**src/hdl/pps_pkg.sv**
```systemverilog
`timescale 1ns / 1ps
// ----------------------------------------------------------------------------
// pps_pkg
// Shared types and constants of the preemptive priority scheduler.
// ----------------------------------------------------------------------------
package pps_pkg;

  localparam int TIME_W = 24;
  localparam int PRIO_W = 8;
  localparam int ID_W   = 5;
  localparam int STAT_W = 3;
  localparam int MODE_W = 2;

  localparam logic [TIME_W-1:0] TIME_MAX = {TIME_W{1'b1}};

  typedef enum logic [MODE_W-1:0] {
    MODE_LOAD  = 2'd0,
    MODE_TICK  = 2'd1,
    MODE_CLEAR = 2'd2
  } mode_e;

  typedef enum logic [STAT_W-1:0] {
    ST_LOADED  = 3'd0,
    ST_FULL    = 3'd1,
    ST_RAN     = 3'd2,
    ST_IDLE    = 3'd3,
    ST_CLEARED = 3'd4
  } status_e;

  typedef enum logic [4:0] {
    S_IDLE  = 5'b00001,
    S_SCAN  = 5'b00010,
    S_FETCH = 5'b00100,
    S_UPD   = 5'b01000,
    S_OUT   = 5'b10000
  } state_e;

  typedef struct packed {
    logic [TIME_W-1:0] arrival;
    logic [TIME_W-1:0] burst;
    logic [TIME_W-1:0] remaining;
    logic [PRIO_W-1:0] prio;
    logic [TIME_W-1:0] response;
  } job_t;

  typedef struct packed {
    status_e           status;
    logic [ID_W-1:0]   job_id;
    logic              completed;
    logic [TIME_W-1:0] time_after_tick;
    logic [TIME_W-1:0] completion_time;
    logic [TIME_W-1:0] turnaround_time;
    logic [TIME_W-1:0] waiting_time;
    logic [TIME_W-1:0] response_time;
  } res_t;

endpackage

```
**src/hdl/pps_if.sv**
```systemverilog
`timescale 1ns / 1ps
// ----------------------------------------------------------------------------
// pps_in_if / pps_out_if
// Valid/ready channels carrying scheduler commands and results.
// ----------------------------------------------------------------------------
interface pps_in_if;
  logic                        valid;
  logic                        ready;
  logic [pps_pkg::MODE_W-1:0]  mode;
  logic [pps_pkg::TIME_W-1:0]  arrival_time;
  logic [pps_pkg::TIME_W-1:0]  burst_time;
  logic [pps_pkg::PRIO_W-1:0]  prio_level;

  modport source (output valid, mode, arrival_time, burst_time, prio_level, input ready);
  modport sink   (input valid, mode, arrival_time, burst_time, prio_level, output ready);
endinterface

interface pps_out_if;
  logic                        valid;
  logic                        ready;
  logic [pps_pkg::STAT_W-1:0]  status;
  logic [pps_pkg::ID_W-1:0]    job_id;
  logic                        completed;
  logic [pps_pkg::TIME_W-1:0]  time_after_tick;
  logic [pps_pkg::TIME_W-1:0]  completion_time;
  logic [pps_pkg::TIME_W-1:0]  turnaround_time;
  logic [pps_pkg::TIME_W-1:0]  waiting_time;
  logic [pps_pkg::TIME_W-1:0]  response_time;

  modport source (output valid, status, job_id, completed, time_after_tick, completion_time,
                  turnaround_time, waiting_time, response_time, input ready);
  modport sink   (input valid, status, job_id, completed, time_after_tick, completion_time,
                  turnaround_time, waiting_time, response_time, output ready);
endinterface

```
**src/hdl/pps_ram.sv**
```systemverilog
`timescale 1ns / 1ps
// ----------------------------------------------------------------------------
// pps_ram
// Simple dual-port RAM, one write and one registered read port.
// ----------------------------------------------------------------------------
module pps_ram #(
  parameter int WIDTH = 8,
  parameter int DEPTH = 16
) (
  input  logic                                   clk_i,
  input  logic                                   we_i,
  input  logic [((DEPTH > 1) ? $clog2(DEPTH) : 1)-1:0] waddr_i,
  input  logic [WIDTH-1:0]                       wdata_i,
  input  logic                                   re_i,
  input  logic [((DEPTH > 1) ? $clog2(DEPTH) : 1)-1:0] raddr_i,
  output logic [WIDTH-1:0]                       rdata_o
);

  logic [WIDTH-1:0] mem_q [DEPTH];

  always_ff @(posedge clk_i) begin
    if (we_i) begin
      mem_q[waddr_i] <= wdata_i;
    end
    if (re_i) begin
      rdata_o <= mem_q[raddr_i];
    end
  end

endmodule

```
**src/hdl/preemptive_priority_scheduler.sv**
```systemverilog
`timescale 1ns / 1ps
// ----------------------------------------------------------------------------
// preemptive_priority_scheduler
// Job table with a sequential lowest-priority scan per time tick.
//
//   channel  dir  handshake      payload
//   in_i     in   valid/ready    mode, arrival_time, burst_time, prio_level
//   out_o    out  valid/ready    status, job_id, completed, five time fields
//
// Load and clear register their result, then wait in S_OUT for out_o.ready.
// A tick that runs a job scans the table first: the scan reads one entry per
// cycle through the single RAM read port, then come the fetch, update, output
// and idle states. An idle tick skips fetch and update and goes from the scan
// straight to output.
// in_i.ready is high only while no item is in flight; out_o stalls hold S_OUT.
// Reset clears the job count, time and sequencer; the table needs no clearing.
// ----------------------------------------------------------------------------
module preemptive_priority_scheduler #(
  parameter int MAX_JOBS = 16
) (
  input  logic clk_i,
  input  logic rst_ni,
  pps_in_if.sink    in_i,
  pps_out_if.source out_o
);
  import pps_pkg::*;

  localparam int CW  = $clog2(MAX_JOBS + 1);
  localparam int IW  = (MAX_JOBS > 1) ? $clog2(MAX_JOBS) : 1;
  localparam int IDW = (CW + 1 > ID_W) ? CW + 1 : ID_W;
  localparam int JW  = $bits(job_t);
  localparam logic [CW-1:0] MaxCount = CW'(MAX_JOBS);

  state_e            state_q, state_d;
  logic [CW-1:0]     count_q, count_d;
  logic [TIME_W-1:0] clock_q, clock_d;
  logic [CW-1:0]     iss_q, iss_d;
  logic              pend_q, pend_d;
  logic [IW-1:0]     pidx_q, pidx_d;
  logic              found_q, found_d;
  logic [IW-1:0]     best_q, best_d;
  logic [PRIO_W-1:0] bprio_q, bprio_d;
  res_t              res_q, res_d;

  logic              ram_we, ram_re;
  logic [IW-1:0]     ram_waddr, ram_raddr;
  job_t              ram_wdata, ram_rdata;
  logic [JW-1:0]     ram_rbits;

  logic              in_acc, out_acc;
  logic [TIME_W-1:0] clk_next, tat, resp;
  logic [TIME_W-1:0] rem_next;
  logic [IDW-1:0]    load_id, run_id;
  logic              eligible;

  assign in_acc  = in_i.valid && in_i.ready;
  assign out_acc = out_o.valid && out_o.ready;
  assign ram_rdata = job_t'(ram_rbits);

  assign clk_next = (clock_q == TIME_MAX) ? clock_q : clock_q + TIME_W'(1);
  assign load_id  = IDW'(count_q) + IDW'(1);
  assign run_id   = IDW'(best_q) + IDW'(1);
  assign rem_next = ram_rdata.remaining - TIME_W'(1);
  assign tat      = clk_next - ram_rdata.arrival;
  assign resp     = (ram_rdata.remaining == ram_rdata.burst) ?
                    clock_q - ram_rdata.arrival : ram_rdata.response;
  assign eligible = (ram_rdata.arrival <= clock_q) && (ram_rdata.remaining != '0);

  always_comb begin
    state_d   = state_q;
    count_d   = count_q;
    clock_d   = clock_q;
    iss_d     = iss_q;
    pend_d    = pend_q;
    pidx_d    = pidx_q;
    found_d   = found_q;
    best_d    = best_q;
    bprio_d   = bprio_q;
    res_d     = res_q;
    ram_we    = 1'b0;
    ram_waddr = count_q[IW-1:0];
    ram_wdata = ram_rdata;
    ram_re    = 1'b0;
    ram_raddr = iss_q[IW-1:0];

    unique case (state_q)
      S_IDLE: begin
        if (in_acc) begin
          res_d = '0;
          res_d.time_after_tick = clock_q;
          case (in_i.mode)
            MODE_LOAD: begin
              state_d = S_OUT;
              if (count_q == MaxCount) begin
                res_d.status = ST_FULL;
              end else begin
                ram_we              = 1'b1;
                ram_wdata.arrival   = in_i.arrival_time;
                ram_wdata.burst     = in_i.burst_time;
                ram_wdata.remaining = in_i.burst_time;
                ram_wdata.prio      = in_i.prio_level;
                ram_wdata.response  = '0;
                count_d             = count_q + CW'(1);
                res_d.status        = ST_LOADED;
                res_d.job_id        = load_id[ID_W-1:0];
              end
            end
            MODE_TICK: begin
              state_d = S_SCAN;
              iss_d   = '0;
              pend_d  = 1'b0;
              found_d = 1'b0;
            end
            MODE_CLEAR: begin
              state_d               = S_OUT;
              count_d               = '0;
              clock_d               = '0;
              res_d.status          = ST_CLEARED;
              res_d.time_after_tick = '0;
            end
            default: ;
          endcase
        end
      end
      S_SCAN: begin
        ram_re = (iss_q < count_q);
        pend_d = ram_re;
        if (ram_re) begin
          iss_d  = iss_q + CW'(1);
          pidx_d = iss_q[IW-1:0];
        end
        if (pend_q && eligible && (!found_q || ram_rdata.prio < bprio_q)) begin
          found_d = 1'b1;
          best_d  = pidx_q;
          bprio_d = ram_rdata.prio;
        end
        if (!ram_re && !pend_q) begin
          if (found_q) begin
            state_d = S_FETCH;
          end else begin
            state_d               = S_OUT;
            clock_d               = clk_next;
            res_d.status          = ST_IDLE;
            res_d.time_after_tick = clk_next;
          end
        end
      end
      S_FETCH: begin
        ram_re    = 1'b1;
        ram_raddr = best_q;
        state_d   = S_UPD;
      end
      S_UPD: begin
        ram_we              = 1'b1;
        ram_waddr           = best_q;
        ram_wdata.remaining = rem_next;
        ram_wdata.response  = resp;
        clock_d             = clk_next;
        res_d.status          = ST_RAN;
        res_d.job_id          = run_id[ID_W-1:0];
        res_d.time_after_tick = clk_next;
        if (rem_next == '0) begin
          res_d.completed       = 1'b1;
          res_d.completion_time = clk_next;
          res_d.turnaround_time = tat;
          res_d.waiting_time    = (tat >= ram_rdata.burst) ? tat - ram_rdata.burst : '0;
          res_d.response_time   = resp;
        end
        state_d = S_OUT;
      end
      S_OUT: begin
        if (out_acc) begin
          state_d = S_IDLE;
        end
      end
      default: state_d = S_IDLE;
    endcase
  end

  always_ff @(posedge clk_i or negedge rst_ni) begin
    if (!rst_ni) begin
      state_q <= S_IDLE;
      count_q <= '0;
      clock_q <= '0;
      iss_q   <= '0;
      pend_q  <= 1'b0;
      found_q <= 1'b0;
    end else begin
      state_q <= state_d;
      count_q <= count_d;
      clock_q <= clock_d;
      iss_q   <= iss_d;
      pend_q  <= pend_d;
      found_q <= found_d;
    end
  end

  always_ff @(posedge clk_i) begin
    pidx_q  <= pidx_d;
    best_q  <= best_d;
    bprio_q <= bprio_d;
    res_q   <= res_d;
  end

  pps_ram #(
    .WIDTH (JW),
    .DEPTH (MAX_JOBS)
  ) u_table (
    .clk_i   (clk_i),
    .we_i    (ram_we),
    .waddr_i (ram_waddr),
    .wdata_i (ram_wdata),
    .re_i    (ram_re),
    .raddr_i (ram_raddr),
    .rdata_o (ram_rbits)
  );

  assign in_i.ready            = (state_q == S_IDLE);
  assign out_o.valid           = (state_q == S_OUT);
  assign out_o.status          = res_q.status;
  assign out_o.job_id          = res_q.job_id;
  assign out_o.completed       = res_q.completed;
  assign out_o.time_after_tick = res_q.time_after_tick;
  assign out_o.completion_time = res_q.completion_time;
  assign out_o.turnaround_time = res_q.turnaround_time;
  assign out_o.waiting_time    = res_q.waiting_time;
  assign out_o.response_time   = res_q.response_time;

  a_count_max : assert property (@(posedge clk_i) disable iff (!rst_ni)
    count_q <= MaxCount) else $error("job count above table size");

  a_clock_sat : assert property (@(posedge clk_i) disable iff (!rst_ni)
    (clock_q == TIME_MAX) |=> (clock_q == TIME_MAX || clock_q == '0))
    else $error("time counter wrapped");

  a_tick_scan : assert property (@(posedge clk_i) disable iff (!rst_ni)
    (in_acc && in_i.mode == MODE_TICK) |=> (state_q == S_SCAN))
    else $error("tick did not start scan");

  a_scan_range : assert property (@(posedge clk_i) disable iff (!rst_ni)
    (state_q == S_SCAN) |-> (iss_q <= count_q))
    else $error("scan index beyond loaded jobs");

  a_clear_zero : assert property (@(posedge clk_i) disable iff (!rst_ni)
    (in_acc && in_i.mode == MODE_CLEAR) |=> (count_q == '0 && clock_q == '0))
    else $error("clear left state");

endmodule
```
**src/flat_wrapper.sv**
```systemverilog
// flat-port wrapper written by rule: the top's interface ports become plain ports
module preemptive_priority_scheduler_flat import pps_pkg::*;
#(
  parameter int MAX_JOBS = 16
)
  (clk_i, rst_ni, in_i_valid, in_i_mode, in_i_arrival_time, in_i_burst_time, in_i_prio_level, in_i_ready, out_o_valid, out_o_status, out_o_job_id, out_o_completed, out_o_time_after_tick, out_o_completion_time, out_o_turnaround_time, out_o_waiting_time, out_o_response_time, out_o_ready);
  pps_in_if in_i_i ();
  pps_out_if out_o_i ();
  input  logic clk_i;
  input  logic rst_ni;
  input wire logic [$bits(in_i_i.valid)-1:0] in_i_valid;
  input wire logic [$bits(in_i_i.mode)-1:0] in_i_mode;
  input wire logic [$bits(in_i_i.arrival_time)-1:0] in_i_arrival_time;
  input wire logic [$bits(in_i_i.burst_time)-1:0] in_i_burst_time;
  input wire logic [$bits(in_i_i.prio_level)-1:0] in_i_prio_level;
  output wire logic [$bits(in_i_i.ready)-1:0] in_i_ready;
  output wire logic [$bits(out_o_i.valid)-1:0] out_o_valid;
  output wire logic [$bits(out_o_i.status)-1:0] out_o_status;
  output wire logic [$bits(out_o_i.job_id)-1:0] out_o_job_id;
  output wire logic [$bits(out_o_i.completed)-1:0] out_o_completed;
  output wire logic [$bits(out_o_i.time_after_tick)-1:0] out_o_time_after_tick;
  output wire logic [$bits(out_o_i.completion_time)-1:0] out_o_completion_time;
  output wire logic [$bits(out_o_i.turnaround_time)-1:0] out_o_turnaround_time;
  output wire logic [$bits(out_o_i.waiting_time)-1:0] out_o_waiting_time;
  output wire logic [$bits(out_o_i.response_time)-1:0] out_o_response_time;
  input wire logic [$bits(out_o_i.ready)-1:0] out_o_ready;
  assign in_i_i.valid = in_i_valid;
  assign in_i_i.mode = in_i_mode;
  assign in_i_i.arrival_time = in_i_arrival_time;
  assign in_i_i.burst_time = in_i_burst_time;
  assign in_i_i.prio_level = in_i_prio_level;
  assign in_i_ready = in_i_i.ready;
  assign out_o_valid = out_o_i.valid;
  assign out_o_status = out_o_i.status;
  assign out_o_job_id = out_o_i.job_id;
  assign out_o_completed = out_o_i.completed;
  assign out_o_time_after_tick = out_o_i.time_after_tick;
  assign out_o_completion_time = out_o_i.completion_time;
  assign out_o_turnaround_time = out_o_i.turnaround_time;
  assign out_o_waiting_time = out_o_i.waiting_time;
  assign out_o_response_time = out_o_i.response_time;
  assign out_o_i.ready = out_o_ready;
  preemptive_priority_scheduler #(.MAX_JOBS(MAX_JOBS)) u_core (.clk_i(clk_i), .rst_ni(rst_ni), .in_i(in_i_i), .out_o(out_o_i));
endmodule
```
**config.mk**
```make
export PLATFORM = sky130hd
export DESIGN_NAME = preemptive_priority_scheduler_flat
export DESIGN_NICKNAME = d
export VERILOG_FILES = /design/src/hdl/pps_pkg.sv /design/src/hdl/pps_if.sv /design/src/hdl/pps_ram.sv /design/src/hdl/preemptive_priority_scheduler.sv /design/src/flat_wrapper.sv
export SDC_FILE = /design/constraint.sdc
export NUM_CORES = 2
export LEC_CHECK = 0
export ABC_AREA = 1
export BUFFER_PORTS_ARGS = -buffer_cell sky130_fd_sc_hd__buf_2
export CAP_MARGIN = 15
export CORE_UTILIZATION = 55
export DETAILED_ROUTE_END_ITERATION = 12
export PLACE_DENSITY_LB_ADDON = 0.12
export SYNTH_ARGS = -nofsm -noshare
export SYNTH_HDL_FRONTEND = slang
export SYNTH_SLANG_ARGS = --single-unit
```
**constraint.sdc**
```tcl
create_clock -name clk_i -period 6.4 [get_ports clk_i]
set_input_delay 0.96 -clock clk_i [delete_from_list [all_inputs] [get_ports clk_i]]
set_output_delay 0.96 -clock clk_i [all_outputs]
set_load 0.05 [all_outputs]
```
== Word level (Yosys, flattened, before mapping) ==
Memory sizes are Yosys's and may differ from the RTL's. A register that Yosys moved wholly into a read port is not among the register bits.
Cells that the tools add are included.
Storage, ports and cells
  flip-flop bits (word level): 186
  RAM bits: 1664
  memories kept: 1
Memories
  u_core.u_table.mem_q: words 16, width 104, read ports 1, clocked after Yosys merged registers in 1, wr ports 1, RTL line pps_ram.sv:19  | logic [WIDTH-1:0] mem_q [DEPTH];
Operators by class
  add/subtract/negate cells: 9
  $lt $le $gt $ge: 4
  eq/ne operators: 20
  muxes and demuxes: 54
  reduce and logical (&&, ||, !) cells: 28
Operators with widths (count)
  $mux W104: 3
  $pmux W96 S2: 1
  $mux W24: 7
  $pmux W24 S3: 2
  $mux W129: 1
  $mux W96: 1
  $pmux W24 S2: 2
  $sub A24 B24 Y24: 3
  $mux W5: 10
  $mux W48: 1
  $pmux W5 S2: 3
  $pmux W5 S5: 1
  $add A24 B1 Y24 const B: 1
  $eq A24 B24 Y1: 1
  $eq A24 B24 Y1 const B: 1
  $ge A24 B24 Y1: 1
  $le A24 B24 Y1: 1
  $logic_not A24 Y1: 1
  $reduce_bool A24 Y1: 1
  $sub A24 B1 Y24 const B: 1
  $reduce_and A4 Y1: 5
  $add A5 B1 Y5 const B: 3
  $pmux W6 S2: 1
  $eq A5 B5 Y1 const B: 2
  28 further kinds: 61

== Depth between registers and ports, before layout ==
  depth in word-level cells: 7
  gate-level depth with buffers: 31
  gate-level depth less buffers: 31

== By module ==
A second synthesis with hierarchy kept.
Unflattened totals
  cell total of the unflattened synthesis: 8958
  area total of the unflattened synthesis: 89528.4 um^2
Modules (own cells, without submodules)
  pps_ram: instances 1, cells an instance 6826, area each 74238.7 um^2
  preemptive_priority_scheduler: instances 1, cells an instance 2132, area each 15289.7 um^2

== Worst setup path before layout ==
OpenSTA, ideal clock, no wires.
  path type: flip-flop to flip-flop
  start: register u_core.u_table.rdata_o[32] (read register of u_core.u_table.mem_q)
  end: register u_core.res_q (netlist bit u_core.out_o.completed), enable pin
  data arrival time: 6.377 ns
  slack: -0.561 ns
  cell stages (with the launch flop): 13
  path buffers: 0
  path through: edfxtp_1 -> inv_1 -> ha_1 -> nand3_1 -> nor2_1 -> nand3_1 -> nand2_1 -> nand2_1 -> nor2_1 -> nand2_1 -> nor2_1 -> nand2_1 -> a21oi_1
Between the ends
  word-level cells in the longest chain between the ends: 4
Ends and longest elaborated chain
  start: declaration: RTL line pps_ram.sv:16  | output logic [WIDTH-1:0] rdata_o
  $sub A24 B1 Y24: RTL line preemptive_priority_scheduler.sv:63  | assign rem_next = ram_rdata.remaining - TIME_W'(1);
  $logic_not A24 Y1: RTL line preemptive_priority_scheduler.sv:162  | if (rem_next == '0) begin
  $ne A2 B1 Y1 (no line)
  $reduce_and A3 Y1 (no line)
  end signal: assignment: RTL line preemptive_priority_scheduler.sv:202  | res_q <= res_d;
  end: declaration: RTL line preemptive_priority_scheduler.sv:43  | res_t res_q, res_d;
No other way between the ends.
A chain may end at the register's enable or synchronous reset.

== Worst setup path in the final report ==
  start: register u_core.clock_q[0]
  end: register u_core.res_q (netlist bit u_core.out_o.waiting_time[2]), data pin
Between the ends
  word-level cells in the longest chain between the ends: 7
Ends and longest elaborated chain
  start: declaration: RTL line preemptive_priority_scheduler.sv:36  | logic [TIME_W-1:0] clock_q, clock_d;
  start signal: assignment: RTL line preemptive_priority_scheduler.sv:191  | clock_q <= clock_d;
  $add A24 B1 Y24 / $eq A24 B24 Y1 (equally long branches): RTL line preemptive_priority_scheduler.sv:60  | assign clk_next = (clock_q == TIME_MAX) ? clock_q : clock_q + TIME_W'(1);
  $mux W24 *: RTL line preemptive_priority_scheduler.sv:60
  $sub A24 B24 Y24 *: RTL line preemptive_priority_scheduler.sv:64  | assign tat = clk_next - ram_rdata.arrival;
  named net u_core.tat[13]: RTL line preemptive_priority_scheduler.sv:51  | logic [TIME_W-1:0] clk_next, tat, resp;
  $ge A24 B24 Y1 *: RTL line preemptive_priority_scheduler.sv:166  | res_d.waiting_time = (tat >= ram_rdata.burst) ? tat - ram_rdata.burst : '0;
  $mux W24 *: RTL line preemptive_priority_scheduler.sv:166
  $mux W96 *: RTL line preemptive_priority_scheduler.sv:162
  $pmux W96 S2 *: RTL line preemptive_priority_scheduler.sv:86  | unique case (state_q)
The timed path passes the listed nets; every way through them passes the cells marked *. The select of a mux whose other input is x is not followed.

==> metrics.md <==
| Metric | Value |
|---|---|
| Status | `finished clean` |
| Initial Util | `55.5%` |
| Worst Path Required | `6.97 ns` |
| Synth Flop Type | `edfxtp_1` |
| Total clock sinks | `1954` |
| Count of final setup violators | `0` |
| RSZ-0062 raised after global routing | `no` |
| VDD IR max | `0.000512 V` |
| Fin crit share | `89.7%` |
| Layout Utilization | `61.9%` |
| PostCTS Resize Cnt | `0` |
| Worst-Skew Late Latency | `0.86 ns` |
| RePlAce Congestion | `0.958` |
| Row Count | `147` |
| Max cap viols | `0` |
| Post-CTS setup buffers | `0` |
| DRC viols | `0` |
| Relative slew slack | `21.4%` |
| Mux share of post-synthesis cell area | `0%` |
| Post-synthesis sequential area ratio | `65.3%` |
| Pre-antenna DRT Iters | `8` |
| Netlist cell types | `46` |
| DP HPWL | `149 mm` |
| Met3 routed WL | `21.5 mm` |
| CTS buffer count | `200` |
| LEAKAGE | `42.5 nW` |
| Post-synth ARST share | `2.10%` |
| Die area | `164000 um2` |
| PwrDens | `488 nW/um2` |
| Setup Skew | `0.0522 ns` |
| Synthesized Nets | `9142` |
| CTS clock-pin slew for the worst setup and hold paths | `0.06 ns` |
| Ys Warns | `0` |
| Post-Synthesis Cells | `8988` |
| Routed Antenna Nets | `0` |
| Avg Cell Area, Syn | `9.96 um2` |
| Post-Synth Adder-Cell Area | `1.31%` |
| Post-Synth XOR/XNOR Area | `0.803%` |
| Cts hold-fix bufs | `0` |
| Post-Syn Area | `89500 um2` |
| Synth Area in Compound Gates | `3.31%` |
| Max Fanout on Critical Path | `24` |
| Final worst path period need | `5.74 ns` |
| Wire length on met1 | `112 mm` |
| Nets | `9312` |
| Via density | `5.49` |
| Worst hold path type | `in -> async` |
| Initial antenna violation count | `5` |
| Post-synthesis simple-gate area fraction | `19.4%` |
| DIE WIDTH | `405 um` |
| Clock tree buffer depth | `3` |
| Least-Margin Pin Slew | `1.18 ns` |
| Io pins | `193` |
| Final Power | `48.6 mW` |
| WP data arrival | `6.32 ns` |
| WL/cell | `22.6 um` |
| DRT iter0 DRCs | `6977` |
| Routed via count | `63.0k` |
| Vias in the first global route | `58.8k` |
| Met2 WL | `118 mm` |
| Top cell type by total area after synthesis | `edfxtp_1` |
| Highest Signal Layer | `met5` |
| Die span in y | `405 um` |
| CP Launch Type | `flip-flop` |
| Largest net degree at the start of global routing | `197` |
| Critical Path End Type | `flip-flop` |
| Largest family of logic cells by synthesized area | `simple AND/OR/NAND/NOR gates` |
| CTS tree | `yes` |
| Diode count | `0` |
| Area Overhead vs Synth | `11.4%` |
| First-pass GRT wire length | `381 mm` |
| #FFs+latches synth | `1954` |
| Cell with the most instances after synthesis | `nand2_1` |
| Port Buffers | `192` |
| Number of synthesized flops with an enable pin | `1913` |
| Critical path class | `reg -> reg` |
| Fin. max-slew vios | `0` |
| H-tree Lvls | `4` |
| Fmax | `174 MHz` |
| Gr usage total | `31.5%` |
| Post-synth top cells | `nand2_1, edfxtp_1, inv_1, nand3_1, o21ai_0` |
| Placed inst area | `93100 um2` |
| Post-route cell area | `99700 um2` |
| Layout cells sized above 1 | `7.33%` |
| Congestion Overflow GR | `0` |
| Top post-synthesis cells by area | `edfxtp_1, nand2_1, nand3_1` |
| Root Driver | `clkbuf_16` |
| Core area | `161000 um2` |
| Final hold violation count | `0` |
| Synth top area share | `64.2%` |
| Final wirelength | `259 mm` |
[placed cells by master, fill, tap and decap left out, types with 89 or more instances in the layout]
cell	instances
nor2_1	228
nand3_1	1354
ha_1	89
o21ai_0	324
a21oi_1	120
clkbuf_16	200
nand2_1	2421
edfxtp_1	1913
buf_2	192
inv_1	1788
buf_4	119
[through the flow]
stage	setup WS, ns	setup TNS, ns	hold slack, ns	cells
global route	0.145	0	0.334	11500
CTS	0.596	0	0.279	11500
floorplan	-0.235	-354.07	0.400	8988
global placement	0.551	0	0.402	11100
detailed placement	0.594	0	0.407	11100
finish	0.657	0	0.297	11500
[sequential cells by signal, indices dropped and copies added, names as in the netlist, 5 cells and up]
| register | count |
|---|---|
| u_core.u_table.mem_q | 1664 |
| u_core.u_table.rdata_o | 104 |
| u_core.clock_q | 24 |
| u_core.out_o.completion_time | 24 |
| u_core.out_o.response_time | 24 |
| u_core.out_o.time_after_tick | 24 |
| u_core.out_o.turnaround_time | 24 |
| u_core.out_o.waiting_time | 24 |
| u_core.bprio_q | 8 |
| u_core.count_q | 5 |
| u_core.iss_q | 5 |
| u_core.out_o.job_id | 5 |
| u_core.state_q | 5 |
[routing by layer]
metal  up-vias  GRT usage (%)
met2      2692           49.4
met1     30300           45.7
li1      29500              -
met3       428           4.64
met4         8           9.33
met5         -              0
[where the power goes]
| group | leakage, nW | internal [mW] | switching (mW) |
|---|---|---|---|
| sequential | 17.6 | 16.7 | 0.535 |
| clock | 3.14 | 6.52 | 5.05 |
| combinational | 21.8 | 5.31 | 14.4 |
[cell type report]
class | count | area [um2]
inverter | 1800 | 6780
clock inverter | 127 | 1350
tap | 2160 | 2700
sequential | 1954 | 58500
timing repair buffer | 358 | 2790
fill | 13300 | 61400
clock buffer | 240 | 5160
multi-input combinational | 4844 | 22400
[worst paths after layout]
kind	startpoint	endpoint	slack [ns]	cells after the start
min reg2reg	u_core.pidx_q[1]$_DFFE_PP_	u_core.best_q[1]$_DFFE_PP_	0.42	0
min in group clk_i	out_o_ready	u_core.state_q[4]$_DFFE_PN0P_	0.39	4
min	rst_ni	u_core.state_q[4]$_DFFE_PN0P_	0.30	1
max	u_core.clock_q[0]$_DFFE_PN0P_	u_core.out_o.waiting_time[2]$_SDFFCE_PN0P_	0.66	25
max reg2reg	u_core.clock_q[0]$_DFFE_PN0P_	u_core.out_o.waiting_time[2]$_SDFFCE_PN0P_	0.66	25
max in group asynchronous	rst_ni	u_core.clock_q[3]$_DFFE_PN0P_	5.39	1
[cell families (layout without fill, tap and decap cells)]
family,count (synthesis),after routing
AND/OR/NAND/NOR,4115,4115
buffers and inverters,2190,2525
flip-flops,1954,1954
AO/OA/AOI/OAI,555,555
adder cells (fa/ha/maj),92,92
XOR/XNOR,82,82
[worst max-delay path, cell delays in order (launching register included)]
cell	delay (ns)
dfrtp_1	0.44
ha_1	0.32
inv_1	0.10
nor2_2	0.27
nand2_1	0.16
nor2_2	0.21
nand2_2	0.25
xor2_1	0.33
ha_1	0.25
inv_1	0.07
nand3_1	0.06
nand3_1	0.19
a21oi_1	0.37
o21ai_0	0.28
a21oi_1	0.22
xor2_1	0.22
inv_1	0.07
ha_1	0.35
a21oi_1	0.29
o21ai_0	0.16
o21bai_1	0.20
nand2_1	0.07
nand4_1	0.08
nand2_1	0.07
buf_4	0.32
nor3_1	0.09
Note: power is estimated with default switching activity, not from simulation.
